File: src/rtl/ssfmt_pkg.sv
// ----------------------------------------------------------------------------
// ssfmt_pkg
// Shared types, constants and lookup functions for the four digit
// seven-segment formatter.
// ----------------------------------------------------------------------------
package ssfmt_pkg;

  typedef logic [3:0]  digit_t;
  typedef logic [7:0]  seg_t;
  typedef logic [13:0] count_t;

  // scale thresholds
  localparam logic [31:0] SAT_LIMIT   = 32'd9999999;
  localparam logic [31:0] DIV1000_MIN = 32'd999999;
  localparam logic [31:0] DIV100_MIN  = 32'd99999;
  localparam logic [31:0] DIV10_MIN   = 32'd9999;

  // reciprocals for quotient by multiply and shift, exact below 2^24
  localparam int unsigned  RECIP_SHIFT = 34;
  localparam int unsigned  RECIP_W     = 31;
  localparam int unsigned  SCALE_IN_W  = 24;
  localparam int unsigned  PROD_W      = RECIP_W + SCALE_IN_W;
  localparam logic [30:0]  RECIP_1000  = 31'd17179870;
  localparam logic [30:0]  RECIP_100   = 31'd171798692;
  localparam logic [30:0]  RECIP_10    = 31'd1717986919;

  localparam count_t DISPLAY_MAX = 14'd9999;
  localparam count_t UNIT_1000   = 14'd1000;
  localparam count_t UNIT_100    = 14'd100;
  localparam count_t UNIT_10     = 14'd10;

  // point position codes
  localparam logic [2:0] PT_NONE   = 3'd0;
  localparam logic [2:0] PT_FIRST  = 3'd1;
  localparam logic [2:0] PT_SECOND = 3'd2;
  localparam logic [2:0] PT_THIRD  = 3'd3;
  localparam logic [2:0] PT_FOURTH = 3'd4;

  typedef struct packed {
    count_t     num;
    logic       keep;
    logic [2:0] point;
  } scaled_t;

  typedef struct packed {
    digit_t digit;
    count_t rest;
  } split_t;

  function automatic seg_t seg_of(digit_t d);
    seg_t s;
    case (d)
      4'd0:    s = 8'hfc;
      4'd1:    s = 8'h60;
      4'd2:    s = 8'hda;
      4'd3:    s = 8'hf2;
      4'd4:    s = 8'h66;
      4'd5:    s = 8'hb6;
      4'd6:    s = 8'hbe;
      4'd7:    s = 8'he0;
      4'd8:    s = 8'hfe;
      4'd9:    s = 8'hf6;
      default: s = 8'h00;
    endcase
    return s;
  endfunction

  // leading digit by parallel compare against multiples of unit
  function automatic split_t split_digit(count_t n, count_t unit);
    split_t      r;
    int unsigned k;
    r.digit = '0;
    r.rest  = n;
    for (k = 1; k < 10; k++) begin
      if (n >= count_t'(k) * unit) begin
        r.digit = digit_t'(k);
        r.rest  = n - count_t'(k) * unit;
      end
    end
    return r;
  endfunction

endpackage

File: src/rtl/ssfmt_scale.sv
// ----------------------------------------------------------------------------
// ssfmt_scale
// Scales the input value to at most four decimal digits by a reciprocal
// multiply and saturates at 9999; registers the scaled beat.
// ----------------------------------------------------------------------------
module ssfmt_scale (
  input  logic              clk,
  input  logic              rst_n,
  input  logic              in_valid,
  output logic              in_ready,
  input  logic [31:0]       value,
  input  logic              keep,
  input  logic [2:0]        point,
  output logic              out_valid,
  input  logic              out_ready,
  output ssfmt_pkg::scaled_t out_item
);

  logic                             valid_r;
  ssfmt_pkg::scaled_t               item_r;
  ssfmt_pkg::scaled_t               item_nxt;
  logic [ssfmt_pkg::RECIP_W-1:0]    recip;
  logic                             use_div;
  logic                             sat;
  logic [ssfmt_pkg::PROD_W-1:0]     prod;
  ssfmt_pkg::count_t                quot;

  assign sat = value > ssfmt_pkg::SAT_LIMIT;

  always_comb begin
    use_div = 1'b1;
    recip   = ssfmt_pkg::RECIP_10;
    if (value > ssfmt_pkg::DIV1000_MIN) begin
      recip = ssfmt_pkg::RECIP_1000;
    end else if (value > ssfmt_pkg::DIV100_MIN) begin
      recip = ssfmt_pkg::RECIP_100;
    end else if (value > ssfmt_pkg::DIV10_MIN) begin
      recip = ssfmt_pkg::RECIP_10;
    end else begin
      use_div = 1'b0;
    end
  end

  assign prod = ssfmt_pkg::PROD_W'(value[ssfmt_pkg::SCALE_IN_W-1:0])
              * ssfmt_pkg::PROD_W'(recip);
  assign quot = prod[ssfmt_pkg::RECIP_SHIFT +: 14];

  always_comb begin
    item_nxt.keep  = keep;
    item_nxt.point = point;
    if (sat) begin
      item_nxt.num = ssfmt_pkg::DISPLAY_MAX;
    end else if (use_div) begin
      item_nxt.num = quot;
    end else begin
      item_nxt.num = value[13:0];
    end
  end

  assign in_ready  = !valid_r || out_ready;
  assign out_valid = valid_r;
  assign out_item  = item_r;

  always_ff @(posedge clk) begin
    if (!rst_n) begin
      valid_r <= 1'b0;
    end else if (in_ready) begin
      valid_r <= in_valid;
    end
  end

  always_ff @(posedge clk) begin
    if (in_valid && in_ready) begin
      item_r <= item_nxt;
    end
  end

  a_num_in_range: assert property (@(posedge clk) disable iff (!rst_n)
    valid_r |-> item_r.num <= ssfmt_pkg::DISPLAY_MAX)
    else $error("scaled value above display range");

  a_beat_taken: assert property (@(posedge clk) disable iff (!rst_n)
    in_valid && in_ready |=> valid_r)
    else $error("accepted beat lost in scale stage");

  a_saturate: assert property (@(posedge clk) disable iff (!rst_n)
    in_valid && in_ready && sat |=> item_r.num == ssfmt_pkg::DISPLAY_MAX)
    else $error("large value not saturated");

endmodule

File: src/rtl/ssfmt_digits.sv
// ----------------------------------------------------------------------------
// ssfmt_digits
// Splits the scaled value into four decimal digits, blanks leading zeros,
// maps each digit to segments, adds the point and registers the result.
// ----------------------------------------------------------------------------
module ssfmt_digits (
  input  logic               clk,
  input  logic               rst_n,
  input  logic               in_valid,
  output logic               in_ready,
  input  ssfmt_pkg::scaled_t in_item,
  output logic               out_valid,
  input  logic               out_ready,
  output ssfmt_pkg::seg_t    seg_first,
  output ssfmt_pkg::seg_t    seg_second,
  output ssfmt_pkg::seg_t    seg_third,
  output ssfmt_pkg::seg_t    seg_fourth
);

  ssfmt_pkg::split_t s_thou;
  ssfmt_pkg::split_t s_hund;
  ssfmt_pkg::split_t s_tens;
  ssfmt_pkg::digit_t d_ones;
  logic [3:0]        blank;
  logic              valid_r;
  ssfmt_pkg::seg_t   seg0_r, seg1_r, seg2_r, seg3_r;
  ssfmt_pkg::seg_t   seg0_nxt, seg1_nxt, seg2_nxt, seg3_nxt;

  assign s_thou = ssfmt_pkg::split_digit(in_item.num, ssfmt_pkg::UNIT_1000);
  assign s_hund = ssfmt_pkg::split_digit(s_thou.rest, ssfmt_pkg::UNIT_100);
  assign s_tens = ssfmt_pkg::split_digit(s_hund.rest, ssfmt_pkg::UNIT_10);
  assign d_ones = s_tens.rest[3:0];

  // leading zero chain, left to right
  assign blank[0] = !in_item.keep && (s_thou.digit == '0);
  assign blank[1] = blank[0] && (s_hund.digit == '0);
  assign blank[2] = blank[1] && (s_tens.digit == '0);
  assign blank[3] = blank[2] && (d_ones == '0);

  always_comb begin
    seg0_nxt = blank[0] ? '0 : ssfmt_pkg::seg_of(s_thou.digit);
    seg1_nxt = blank[1] ? '0 : ssfmt_pkg::seg_of(s_hund.digit);
    seg2_nxt = blank[2] ? '0 : ssfmt_pkg::seg_of(s_tens.digit);
    seg3_nxt = blank[3] ? '0 : ssfmt_pkg::seg_of(d_ones);
    case (in_item.point)
      ssfmt_pkg::PT_FIRST:  seg0_nxt[0] = 1'b1;
      ssfmt_pkg::PT_SECOND: seg1_nxt[0] = 1'b1;
      ssfmt_pkg::PT_THIRD:  seg2_nxt[0] = 1'b1;
      ssfmt_pkg::PT_FOURTH: seg3_nxt[0] = 1'b1;
      default: ;
    endcase
  end

  assign in_ready   = !valid_r || out_ready;
  assign out_valid  = valid_r;
  assign seg_first  = seg0_r;
  assign seg_second = seg1_r;
  assign seg_third  = seg2_r;
  assign seg_fourth = seg3_r;

  always_ff @(posedge clk) begin
    if (!rst_n) begin
      valid_r <= 1'b0;
    end else if (in_ready) begin
      valid_r <= in_valid;
    end
  end

  always_ff @(posedge clk) begin
    if (in_valid && in_ready) begin
      seg0_r <= seg0_nxt;
      seg1_r <= seg1_nxt;
      seg2_r <= seg2_nxt;
      seg3_r <= seg3_nxt;
    end
  end

  a_one_point: assert property (@(posedge clk) disable iff (!rst_n)
    valid_r |-> $countones({seg0_r[0], seg1_r[0], seg2_r[0], seg3_r[0]}) <= 1)
    else $error("more than one point lit");

  a_keep_zeros: assert property (@(posedge clk) disable iff (!rst_n)
    in_valid && in_ready && in_item.keep |=> valid_r && seg0_r[7:1] != 7'd0)
    else $error("leading digit blanked with leading zeros on");

  a_blank_order: assert property (@(posedge clk) disable iff (!rst_n)
    valid_r && seg1_r[7:1] == 7'd0 |-> seg0_r[7:1] == 7'd0)
    else $error("blank digit right of a lit digit");

endmodule

File: src/rtl/four_digit_seven_segment_formatter_core.sv
// ----------------------------------------------------------------------------
// four_digit_seven_segment_formatter_core
// Formats a 32-bit unsigned value as four seven-segment bytes with leading
// zero blanking and a selectable decimal point.
//
//   channel  direction  handshake          payload
//   in_      input      in_valid/in_ready  value, show_leading_zeros,
//                                          point_position
//   out_     output     out_valid/out_ready segments_first..segments_fourth
//
// one beat per cycle sustained while out_ready stays high
// stages: input register, reciprocal multiply to scaled register, digit
// decode to result register
// reset clears the stage valid bits only
// out_ready low holds the result and backs up one stage at a time; in_ready
// follows out_ready combinationally when all stages are full
// ----------------------------------------------------------------------------
module four_digit_seven_segment_formatter_core (
  input  logic        clk,
  input  logic        rst_n,
  input  logic        in_valid,
  output logic        in_ready,
  input  logic [31:0] in_value,
  input  logic        in_show_leading_zeros,
  input  logic [2:0]  in_point_position,
  output logic        out_valid,
  input  logic        out_ready,
  output logic [7:0]  out_segments_first,
  output logic [7:0]  out_segments_second,
  output logic [7:0]  out_segments_third,
  output logic [7:0]  out_segments_fourth
);

  logic               in_valid_r;
  logic [31:0]        value_r;
  logic               keep_r;
  logic [2:0]         point_r;
  logic               sc_ready;
  logic               sc_valid;
  logic               dg_ready;
  ssfmt_pkg::scaled_t sc_item;

  assign in_ready = !in_valid_r || sc_ready;

  always_ff @(posedge clk) begin
    if (!rst_n) begin
      in_valid_r <= 1'b0;
    end else if (in_ready) begin
      in_valid_r <= in_valid;
    end
  end

  always_ff @(posedge clk) begin
    if (in_valid && in_ready) begin
      value_r <= in_value;
      keep_r  <= in_show_leading_zeros;
      point_r <= in_point_position;
    end
  end

  ssfmt_scale u_scale (
    .clk       (clk),
    .rst_n     (rst_n),
    .in_valid  (in_valid_r),
    .in_ready  (sc_ready),
    .value     (value_r),
    .keep      (keep_r),
    .point     (point_r),
    .out_valid (sc_valid),
    .out_ready (dg_ready),
    .out_item  (sc_item)
  );

  ssfmt_digits u_digits (
    .clk        (clk),
    .rst_n      (rst_n),
    .in_valid   (sc_valid),
    .in_ready   (dg_ready),
    .in_item    (sc_item),
    .out_valid  (out_valid),
    .out_ready  (out_ready),
    .seg_first  (out_segments_first),
    .seg_second (out_segments_second),
    .seg_third  (out_segments_third),
    .seg_fourth (out_segments_fourth)
  );

  a_stall_full: assert property (@(posedge clk) disable iff (!rst_n)
    !in_ready |-> in_valid_r && sc_valid && out_valid && !out_ready)
    else $error("input stalled with a free stage");

  a_in_captured: assert property (@(posedge clk) disable iff (!rst_n)
    in_valid && in_ready |=> in_valid_r && value_r == $past(in_value))
    else $error("input beat not captured");

  a_result_held: assert property (@(posedge clk) disable iff (!rst_n)
    out_valid && !out_ready |=> out_valid)
    else $error("result dropped while stalled");

endmodule

File: config.mk
export PLATFORM = sky130hd
export DESIGN_NAME = four_digit_seven_segment_formatter_core
export DESIGN_NICKNAME = d
export VERILOG_FILES = /design/src/rtl/ssfmt_pkg.sv /design/src/rtl/ssfmt_scale.sv /design/src/rtl/ssfmt_digits.sv /design/src/rtl/four_digit_seven_segment_formatter_core.sv
export SDC_FILE = /design/constraint.sdc
export NUM_CORES = 1
export LEC_CHECK = 0
export BUFFER_PORTS_ARGS = -buffer_cell sky130_fd_sc_hd__buf_2
export CAP_MARGIN = 0
export CORE_UTILIZATION = 40
export DETAILED_ROUTE_END_ITERATION = 8
export HOLD_SLACK_MARGIN = 0.08
export SLEW_MARGIN = 20
export SYNTH_ARGS = -nofsm -noshare
export SYNTH_HDL_FRONTEND = slang
export SYNTH_HIERARCHICAL = 1
export SYNTH_SLANG_ARGS = --single-unit
File: constraint.sdc
create_clock -name clk -period 12.3 [get_ports clk]
set_input_delay 1.23 -clock clk [delete_from_list [all_inputs] [get_ports clk]]
set_output_delay 1.23 -clock clk [all_outputs]
set_load 0.05 [all_outputs]
Yosys cells after proc, flatten, opt, wreduce, memory -nomap -nowiden
Memory sizes are Yosys's and may differ from the RTL's. A register that Yosys moved wholly into a read port is not among the register bits.
Cells that the tools add are included.
{"block": "word_totals", "register_bits": 61, "romBits": 448, "input_bits": 40, "output_inout_bits": 34, "elab_cells": 135, "n_memories": 4}
{"block": "op_classes", "n_addsub": 27, "n_mul": 1, "n_lt_le_gt_ge": 31, "n_eq_ne": 4, "muxes": 37, "reduce_logical": 18}
{"name": "(name not given)", "words": 16, "width": 7, "read_ports": 1, "rd_ports_with_merged_regs": 1, "write_ports": 0, "line": "ssfmt_pkg.sv:52", "text": "case (d)"}
{"name": "(name not given)", "words": 16, "width": 7, "read_ports": 1, "rd_ports_with_merged_regs": 1, "write_ports": 0, "line": "ssfmt_pkg.sv:52"}
{"name": "(name not given)", "words": 16, "width": 7, "read_ports": 1, "rd_ports_with_merged_regs": 1, "write_ports": 0, "line": "ssfmt_pkg.sv:52"}
{"name": "(name not given)", "words": 16, "width": 7, "read_ports": 1, "rd_ports_with_merged_regs": 1, "write_ports": 0, "line": "ssfmt_pkg.sv:52"}
{"operator": "17-bit two-way mux", "count": 12}
{"operator": "18-bit two-way mux", "count": 6}
{"operator": "16-bit two-way mux", "count": 6}
{"operator": "14-bit by 10-bit greater-or-equal comparator with 1-bit output (second input constant)", "count": 5}
{"operator": "14-bit by 10-bit subtractor with 14-bit output (second input constant)", "count": 5}
{"operator": "31-bit two-way mux", "count": 2}
{"operator": "14-bit by 13-bit greater-or-equal comparator with 1-bit output (second input constant)", "count": 4}
{"operator": "14-bit by 7-bit greater-or-equal comparator with 1-bit output (second input constant)", "count": 4}
{"operator": "14-bit by 13-bit subtractor with 14-bit output (second input constant)", "count": 4}
{"operator": "14-bit by 7-bit subtractor with 14-bit output (second input constant)", "count": 4}
{"operator": "24-bit by 31-bit multiplier with 48-bit output", "count": 1}
{"operator": "15-bit two-way mux", "count": 3}
{"operator": "14-bit by 6-bit greater-or-equal comparator with 1-bit output (second input constant)", "count": 3}
{"operator": "14-bit by 9-bit greater-or-equal comparator with 1-bit output (second input constant)", "count": 3}
{"operator": "14-bit by 6-bit subtractor with 14-bit output (second input constant)", "count": 3}
{"operator": "14-bit by 9-bit subtractor with 14-bit output (second input constant)", "count": 3}
{"operator": "32-bit by 14-bit greater-than comparator with 1-bit output (second input constant)", "count": 1}
{"operator": "32-bit by 17-bit greater-than comparator with 1-bit output (second input constant)", "count": 1}
{"operator": "32-bit by 20-bit greater-than comparator with 1-bit output (second input constant)", "count": 1}
{"operator": "32-bit by 24-bit greater-than comparator with 1-bit output (second input constant)", "count": 1}
{"operator": "14-bit by 12-bit greater-or-equal comparator with 1-bit output (second input constant)", "count": 2}
{"operator": "14-bit by 5-bit greater-or-equal comparator with 1-bit output (second input constant)", "count": 2}
{"operator": "14-bit by 12-bit subtractor with 14-bit output (second input constant)", "count": 2}
{"operator": "14-bit by 5-bit subtractor with 14-bit output (second input constant)", "count": 2}
{"operator": "other kinds (17)", "count": 38}

Longest topological paths before layout
Gate-level depths: netlist of run 1.
{"block": "logic_depth", "ltp_word": 34, "depth_mapped": 36, "mapped_depth_nobuf": 34}

Hierarchy
The synthesis of run 1 kept the hierarchy.
{"module": "ssfmt_scale", "instances": 1, "cells_each": 1920, "area_each_um2": 18457.7, "seq_area_each_um2": 560.5}
{"module": "ssfmt_digits", "instances": 1, "cells_each": 1001, "area_each_um2": 7428.4, "seq_area_each_um2": 980.9}
{"module": "four_digit_seven_segment_formatter_core", "instances": 1, "cells_each": 41, "area_each_um2": 1138.6, "seq_area_each_um2": 1101.1}

Worst setup path before layout of run 1
Ideal clock, no wire load.
{"block": "synth_path", "kind": "reg2reg", "startpoint": "register value_r[7]", "endpoint": "register u_scale.item_r (netlist bit u_scale/out_item[17]) (data pin)", "setup_ps": 259, "arrival_time_ps": 7891, "required_time_ps": 12041, "setup_slack_ps": 4150, "path_stages_with_launch": 34, "n_path_buf": 2, "period_less_slack_ps": 8150, "path_cell_list": "edfxtp_1 buf_2 nor3_1 o2111ai_1 a21oi_1 nor2_1 nor2_1 buf_2 nand2_1 nor2_1 inv_1 fa_1 fa_1 inv_1 fa_1 inv_1 fa_1 inv_1 fa_1 fa_1 inv_1 fa_1 inv_1 ha_1 a21oi_1 o211ai_1 a31oi_1 o211ai_1 a21oi_2 o211ai_4 a31oi_4 o2111ai_2 xnor2_1 o31a_1"}
{"block": "synth_between", "elab_chain_len": 5, "elab_cells_between_ends": 11, "classes_between": "1 x mul; 4 x order compare; 6 x mux"}
{"item": "start: declaration", "line": "four_digit_seven_segment_formatter_core.sv:35", "text": "logic [31:0] value_r;"}
{"item": "start signal: assignment", "line": "four_digit_seven_segment_formatter_core.sv:55", "text": "value_r <= in_value;"}
{"item": "32-bit by 17-bit greater-than comparator with 1-bit output / 32-bit by 14-bit greater-than comparator with 1-bit output (equally long branches)", "line": "ssfmt_scale.sv:35, ssfmt_scale.sv:37"}
{"item": "31-bit two-way mux / 1-bit two-way mux (equally long branches)", "line": "ssfmt_scale.sv:35, ssfmt_scale.sv:37"}
{"item": "31-bit two-way mux / 1-bit two-way mux (equally long branches)", "line": "ssfmt_scale.sv:33, ssfmt_scale.sv:35"}
{"item": "24-bit by 31-bit multiplier with 48-bit output / 1-bit two-way mux (equally long branches)", "line": "ssfmt_scale.sv:45, ssfmt_scale.sv:33"}
{"item": "14-bit two-way mux", "line": "ssfmt_scale.sv:53", "text": "end else if (use_div) begin"}
{"item": "end signal: assignment", "line": "ssfmt_scale.sv:74", "text": "item_r <= item_nxt;"}
{"item": "end: declaration", "line": "ssfmt_scale.sv:20", "text": "ssfmt_pkg::scaled_t item_r;"}
Parallel ways exist; a longest one is shown, timed or not.
A chain may end at the register's enable or synchronous reset.

Worst setup path in the final report of run 1
{"block": "layout_path", "startpoint": "register value_r[8]", "endpoint": "register u_scale.item_r (netlist bit u_scale/out_item[9]) (data pin)"}
The elaborated chain is that of the path after synthesis.

==> out/summary.txt, run 1 <==
async set or reset register ratio after synthesis -> 0%
Layout Utilization -> 43.2%
io pins -> 74
top routing layer in use -> met4
CP endpoint kind -> flop
CTS resizes -> 0
most common flop cell mapped by yosys -> edfxtp_1
Die Y -> 262 um
met3 WL -> 7020 um
initial antenna violation count -> 1
core area -> 66300 um^2
post-DP HPWL -> 72700 um
Cells after Synth -> 2962
Port-buffer cells -> 73
Setup Total Neg Slack -> 0 ns
met2 WL post-DR -> 37900 um
H-tree Lvls -> 3
Sequential Power Share -> 7.2%
Worst-Margin Slew -> 1.19 ns
slowest CP cell -> nor2_1
CTS tree -> done
Area after DPL -> 28400 um^2
fin crit period -> 10.45 ns
Worst EP required -> 12.43 ns
Worst EP arrival -> 10.58 ns
P&R area growth vs syn -> 6.12%
Congestion Overflow GR -> 0
vias -> 21200
met1 wire length -> 37700 um
Yosys cell types -> 111
commonest non-fill, non-tap cell in the layout -> inv_1
Net Sw Frac -> 56.0%
number of synthesized register bits -> 89
worst min path class -> flop to flop
Rel. slew slack -> 20.1%
CTS sink cnt -> 89
Die X-Extent -> 262 um
most frequent cells in the layout -> inv_1, fa_1, ha_1
Final ANT Viol Nets -> 0
Comb power frac -> 86.8%
Cells after DPL -> 3869
NetSw -> 2.88 mW
share of cells above drive strength 1 -> 6.16%
clock skew -> 0.0116 ns
number of synthesized flops with an enable pin -> 86
Synth Cell Area -> 27000 um^2
Final Slew Violations -> 0
Clock Path Buffers -> 2
Final Instance Count excl. Fillers -> 3886
setup bufs post-CTS -> 0
drt pass-1 iters -> 6
Final nets -> 3861
number of global-route vias before repair -> 21800
CTS buffer count -> 9
wire length per cell -> 22.1 um
Tcrit/Tclk final -> 84.9%
fillers -> 6558
Initial Utilization -> 40.7%
VDD IR max -> 0.211 mV
DIE AREA -> 68600 um^2
critical path type -> flop to flop
maxcap violations -> 0
Yosys warning count -> 6
sequential share of the synthesized area -> 9.78%
crit start category -> flop
status -> complete, no violations
RSZ-0062 raised after global routing -> false
syn avg cell area -> 9.12 um^2
Internal Power -> 2.26 mW
Largest stage delay, worst path -> 0.93 ns
clock slew at reported path FFs -> 0.09 ns
Clk Tree Root Cell -> clkbuf_16
Post-Route WL -> 85900 um
largest net degree at the start of global routing -> 37
Rows -> 94
Max Freq -> 95.7 MHz
Hold Fails Final Rpt -> 0
GPL Wtd Cong -> 1.03
CP Max Fanout -> 23
Via density -> 5.44
DRC viols -> 0
cell leakage power -> 14.2 nW
first-pass GRT wire length -> 132000 um
Initial DRC Count -> 2368
PD cells -> 179 nW/um^2
GRT Overall Usage -> 25.8%
Crit path top cell by count -> fa_1
Clk pwr share -> 6.0%
clk_lat worst skew -> 0.40 ns
fin area -> 28700 um^2
cts hold-fix bufs -> 0
endpoints failing setup -> 0
-- final timing paths --
kind,startpoint,to,slack [ns],cells after the start
min,point_r[1]$_DFFE_PP_,u_scale/out_item[1]$_DFFE_PP_,0.42,0
max,value_r[8]$_DFFE_PP_,u_scale/out_item[9]$_SDFFCE_PN0P_,1.85,30
max reg2reg,value_r[8]$_DFFE_PP_,u_scale/out_item[9]$_SDFFCE_PN0P_,1.85,30
min reg2reg,point_r[1]$_DFFE_PP_,u_scale/out_item[1]$_DFFE_PP_,0.42,0
-- critical path: cells and delay by family, from the launching register on --
family | cells | cell delay [ns]
AND/OR/NAND/NOR | 8 | 2.64
adder cells (fa/ha/maj) | 8 | 4.06
flip-flops | 1 | 0.66
AO/OA/AOI/OAI | 6 | 1.66
buffers and inverters | 8 | 1.16
-- kinds of logic (layout without fill, tap and decap cells) --
| logic type | Yosys count | count (layout) | share of synthesized area, % |
|---|---|---|---|
| DFF | 89 | 89 | 9.78 |
| AOI/OAI and AO/OA | 456 | 456 | 12.0 |
| buffers and inverters | 943 | 947 | 13.5 |
| other | 2 | 58 | 0.0278 |
| adders and majority gates | 805 | 805 | 50.7 |
| and+or+nand+nor | 583 | 583 | 11.2 |
| muxes | 18 | 18 | 0.690 |
| xor gates and xnor gates | 66 | 66 | 2.21 |
-- layout make-up --
class | instances | area [um^2] | share of cell area, %
Antenna cell | 1 | 2.50 | 0.00873
Clock buffer | 9 | 225 | 0.785
Clock inverter | 7 | 67.6 | 0.236
Inverter | 827 | 3100 | 10.8
Multi-Input combinational cell | 1985 | 21000 | 73.1
Sequential cell | 89 | 2640 | 9.21
Tap cell | 864 | 1080 | 3.77
Timing Repair Buffer | 104 | 598 | 2.09
-- per-stage QoR --
stage	power, mW	hold WS (ns)	setup slack, ns
final	5.13	0.422	1.85
after global routing	5.78	0.428	1.72
after CTS	5.16	0.423	2.15
after detailed placement	4.81	0.405	2.19
after global placement	4.76	0.402	2.28
after floorplan	3.63	0.400	4.15
-- metal layers --
metal  global-route usage (%)  up-vias
li1                         -     9497
met1                     36.6    10500
met2                     40.0     1028
met4                     9.17        0
met3                     4.19      178
met5                        0        -
-- power by group through the flow --
| stage | Sequential [mW] | Combinational, mW | Clock, mW |
|---|---|---|---|
| after global placement | 0.377 | 4.39 | 0 |
| after global routing | 0.372 | 5.08 | 0.326 |
| after floorplan | 0.369 | 3.26 | 0 |
| after detailed placement | 0.377 | 4.43 | 0 |
| final | 0.371 | 4.45 | 0.308 |
| after CTS | 0.370 | 4.47 | 0.319 |
-- cell usage after synthesis, drive strengths merged, types with 9 or more instances --
library cell,n,area [um^2]
and2,25,159
mux2i,16,160
o31a,11,96.3
edfxtp,86,2580
a31oi,22,153
ha,321,4020
nor2b,12,75.1
o2111ai,10,93.8
o311ai,10,87.6
nand4,30,188
nor4,19,206
o21ai,75,375
a21boi,9,71.3
and3,31,199
a211oi,22,165
or3,11,78.8
nand3,55,285
fa,484,9690
nand2b,17,114
xnor2,50,457
nand2,163,614
nor2,134,510
xor2,16,140
o211ai,24,194
o31ai,13,103
buf,46,269
inv,825,3100
o22ai,13,87.6
a21o,22,171
a21oi,109,553
nor3,45,235
clkbuf,70,264
-- registers in the layout (all words and copies together), names as in the netlist --
| signal | cells |
|---|---|
| keep_r | 1 |
| u_digits/seg_third | 8 |
| u_digits/seg_second | 8 |
| in_valid_r | 1 |
| u_scale/out_valid | 1 |
| u_digits/seg_fourth | 8 |
| u_digits/seg_first | 8 |
| point_r | 3 |
| u_scale/out_item | 18 |
| u_digits/out_valid | 1 |
| value_r | 32 |
No activity file was read; power rests on OpenSTA's default activity.
==> run 2: changes to the inputs <==
Clock period 12.3 ns to 10.5 ns, I/O delays scaled along.
==> out/summary.txt, run 2 (synthesized netlist as in run 1, its figures left out) <==
status -> complete, no violations (unchanged)
CP endpoint kind -> flop (unchanged)
Crit path top cell by count -> fa_1 (unchanged)
largest net degree at the start of global routing -> 37 (unchanged)
Final Slew Violations -> 0 (unchanged)
CTS buffer count -> 9 (unchanged)
Via density -> 5.48 (was 5.44)
Max Freq -> 103 MHz (was 95.7 MHz)
RSZ-0062 raised after global routing -> false (unchanged)
Area after DPL -> 28700 um^2 (was 28400 um^2)
drt pass-1 iters -> 6 (unchanged)
Clock Path Buffers -> 2 (unchanged)
CTS sink cnt -> 89 (unchanged)
Die Y -> 262 um (unchanged)
most frequent cells in the layout -> inv_1, fa_1, ha_1 (unchanged)
crit start category -> flop (unchanged)
endpoints failing setup -> 0 (unchanged)
Post-Route WL -> 88000 um (was 85900 um)
share of cells above drive strength 1 -> 7.56% (was 6.16%)
cell leakage power -> 14.4 nW (was 14.2 nW)
Largest stage delay, worst path -> 0.75 ns (was 0.93 ns)
H-tree Lvls -> 3 (unchanged)
Crit path buffers/inverters -> 5 (was 8)
Largest register FFs -> 32 (unchanged)
DRC viols -> 0 (unchanged)
top cell family by delay on the critical path -> adder cells (unchanged)
core area -> 66300 um^2 (unchanged)
clock skew -> 0.0140 ns (was 0.0116 ns)
commonest non-fill, non-tap cell in the layout -> inv_1 (unchanged)
CTS resizes -> 0 (unchanged)
maxcap violations -> 0 (unchanged)
Port-buffer cells -> 73 (unchanged)
setup bufs post-CTS -> 0 (unchanged)
fillers -> 6590 (was 6558)
clock slew at reported path FFs -> 0.08 ns (was 0.09 ns)
cts hold-fix bufs -> 0 (unchanged)
vias -> 21500 (was 21200)
Die X-Extent -> 262 um (unchanged)
Worst EP arrival -> 9.77 ns (was 10.58 ns)
fin area -> 29000 um^2 (was 28700 um^2)
Setup Total Neg Slack -> 0 ns (unchanged)
VDD IR max -> 0.399 mV (was 0.211 mV)
GRT Overall Usage -> 26.5% (was 25.8%)
worst min path class -> flop to flop (unchanged)
wire length per cell -> 22.4 um (was 22.1 um)
Most flops, register -> value_r (unchanged)
CTS tree -> done (unchanged)
Hold Fails Final Rpt -> 0 (unchanged)
first-pass GRT wire length -> 135000 um (was 132000 um)
GPL Wtd Cong -> 1.03 (about the same)
Final ANT Viol Nets -> 0 (unchanged)
Worst-Margin Slew -> 1.13 ns (was 1.19 ns)
Congestion Overflow GR -> 0 (unchanged)
Worst EP required -> 10.60 ns (was 12.43 ns)
post-DP HPWL -> 75800 um (was 72700 um)
# diodes -> 0 (was 1)
Rows -> 94 (unchanged)
Clk Tree Root Cell -> clkbuf_16 (unchanged)
fin crit period -> 9.67 ns (was 10.45 ns)
Rel. slew slack -> 24.4% (was 20.1%)
initial antenna violation count -> 0 (was 1)
Initial DRC Count -> 2441 (was 2368)
DIE AREA -> 68600 um^2 (unchanged)
Tcrit/Tclk final -> 92.1% (was 84.9%)
number of global-route vias before repair -> 21800 (about the same)
clk_lat worst skew -> 0.38 ns (was 0.40 ns)
critical path type -> flop to flop (unchanged)
io pins -> 74 (unchanged)
slowest CP cell -> edfxtp_1 (was nor2_1)
PD cells -> 210 nW/um^2 (was 179 nW/um^2)
Initial Utilization -> 40.7% (unchanged)
CP Max Fanout -> 23 (unchanged)
Final nets -> 3909 (was 3861)
P&R area growth vs syn -> 7.49% (was 6.12%)
[run 2: area by class of cell]
| type | instances | area [um^2] | share of cell area (%) |
|---|---|---|---|
| Timing Repair Buffer | 152 | 958 | 3.30 |
| Inverter | 827 | 3100 | 10.7 |
| Clock buffer | 9 | 225 | 0.775 |
| Clock inverter | 7 | 83.8 | 0.289 |
| Sequential cell | 89 | 2640 | 9.10 |
| Tap cell | 864 | 1080 | 3.72 |
| Multi-Input combinational cell | 1985 | 21000 | 72.1 |
[run 2: per-stage QoR]
step | total power, mW | hold slack [ns] | instances | utilization [%] | setup WS [ns]
floorplan | 4.25 | 0.400 | 3017 | - | 2.35
global placement | 5.71 | 0.401 | 3917 | 43.3 | 1.01
detailed placement | 5.72 | 0.405 | 3917 | 43.3 | 0.961
CTS | 6.13 | 0.419 | 3933 | 43.8 | 0.936
global route | 6.85 | 0.427 | 3933 | 43.8 | 0.466
finish | 6.09 | 0.419 | 3933 | 43.8 | 0.833
[run 2: final timing paths]
check                       startpoint                            endpoint  slack [ns]  cells after the start
setup / recovery  value_r[7]$_DFFE_PP_  u_scale/out_item[13]$_SDFFCE_PN1P_        0.83                     31
setup reg to reg  value_r[7]$_DFFE_PP_  u_scale/out_item[13]$_SDFFCE_PN1P_        0.83                     31
hold / removal    point_r[0]$_DFFE_PP_       u_scale/out_item[0]$_DFFE_PP_        0.42                      0
hold reg to reg   point_r[0]$_DFFE_PP_       u_scale/out_item[0]$_DFFE_PP_        0.42                      0
[run 2: worst register-to-register path: cells and delay by family (launching register included)]
kind / cells / cell delay, ns
adders and majority gates: 8 / 4.01
and+or+nand+nor: 8 / 1.91
AOI/OAI and AO/OA: 9 / 1.68
DFF: 1 / 0.75
buffers and inverters: 5 / 0.71
xor gates and xnor gates: 1 / 0.32
[run 2: power breakdown]
part	internal [mW]	switching, mW
registers	0.404	0.0257
clock network	0.171	0.177
logic	2.09	3.22
total	2.67	3.43
[run 2: layer usage]
layer  wire (um)  track usage (%)
met1       38700             38.2
met2       38300             40.3
met3        7710             4.14
met4        3230             9.34
met5           0                0
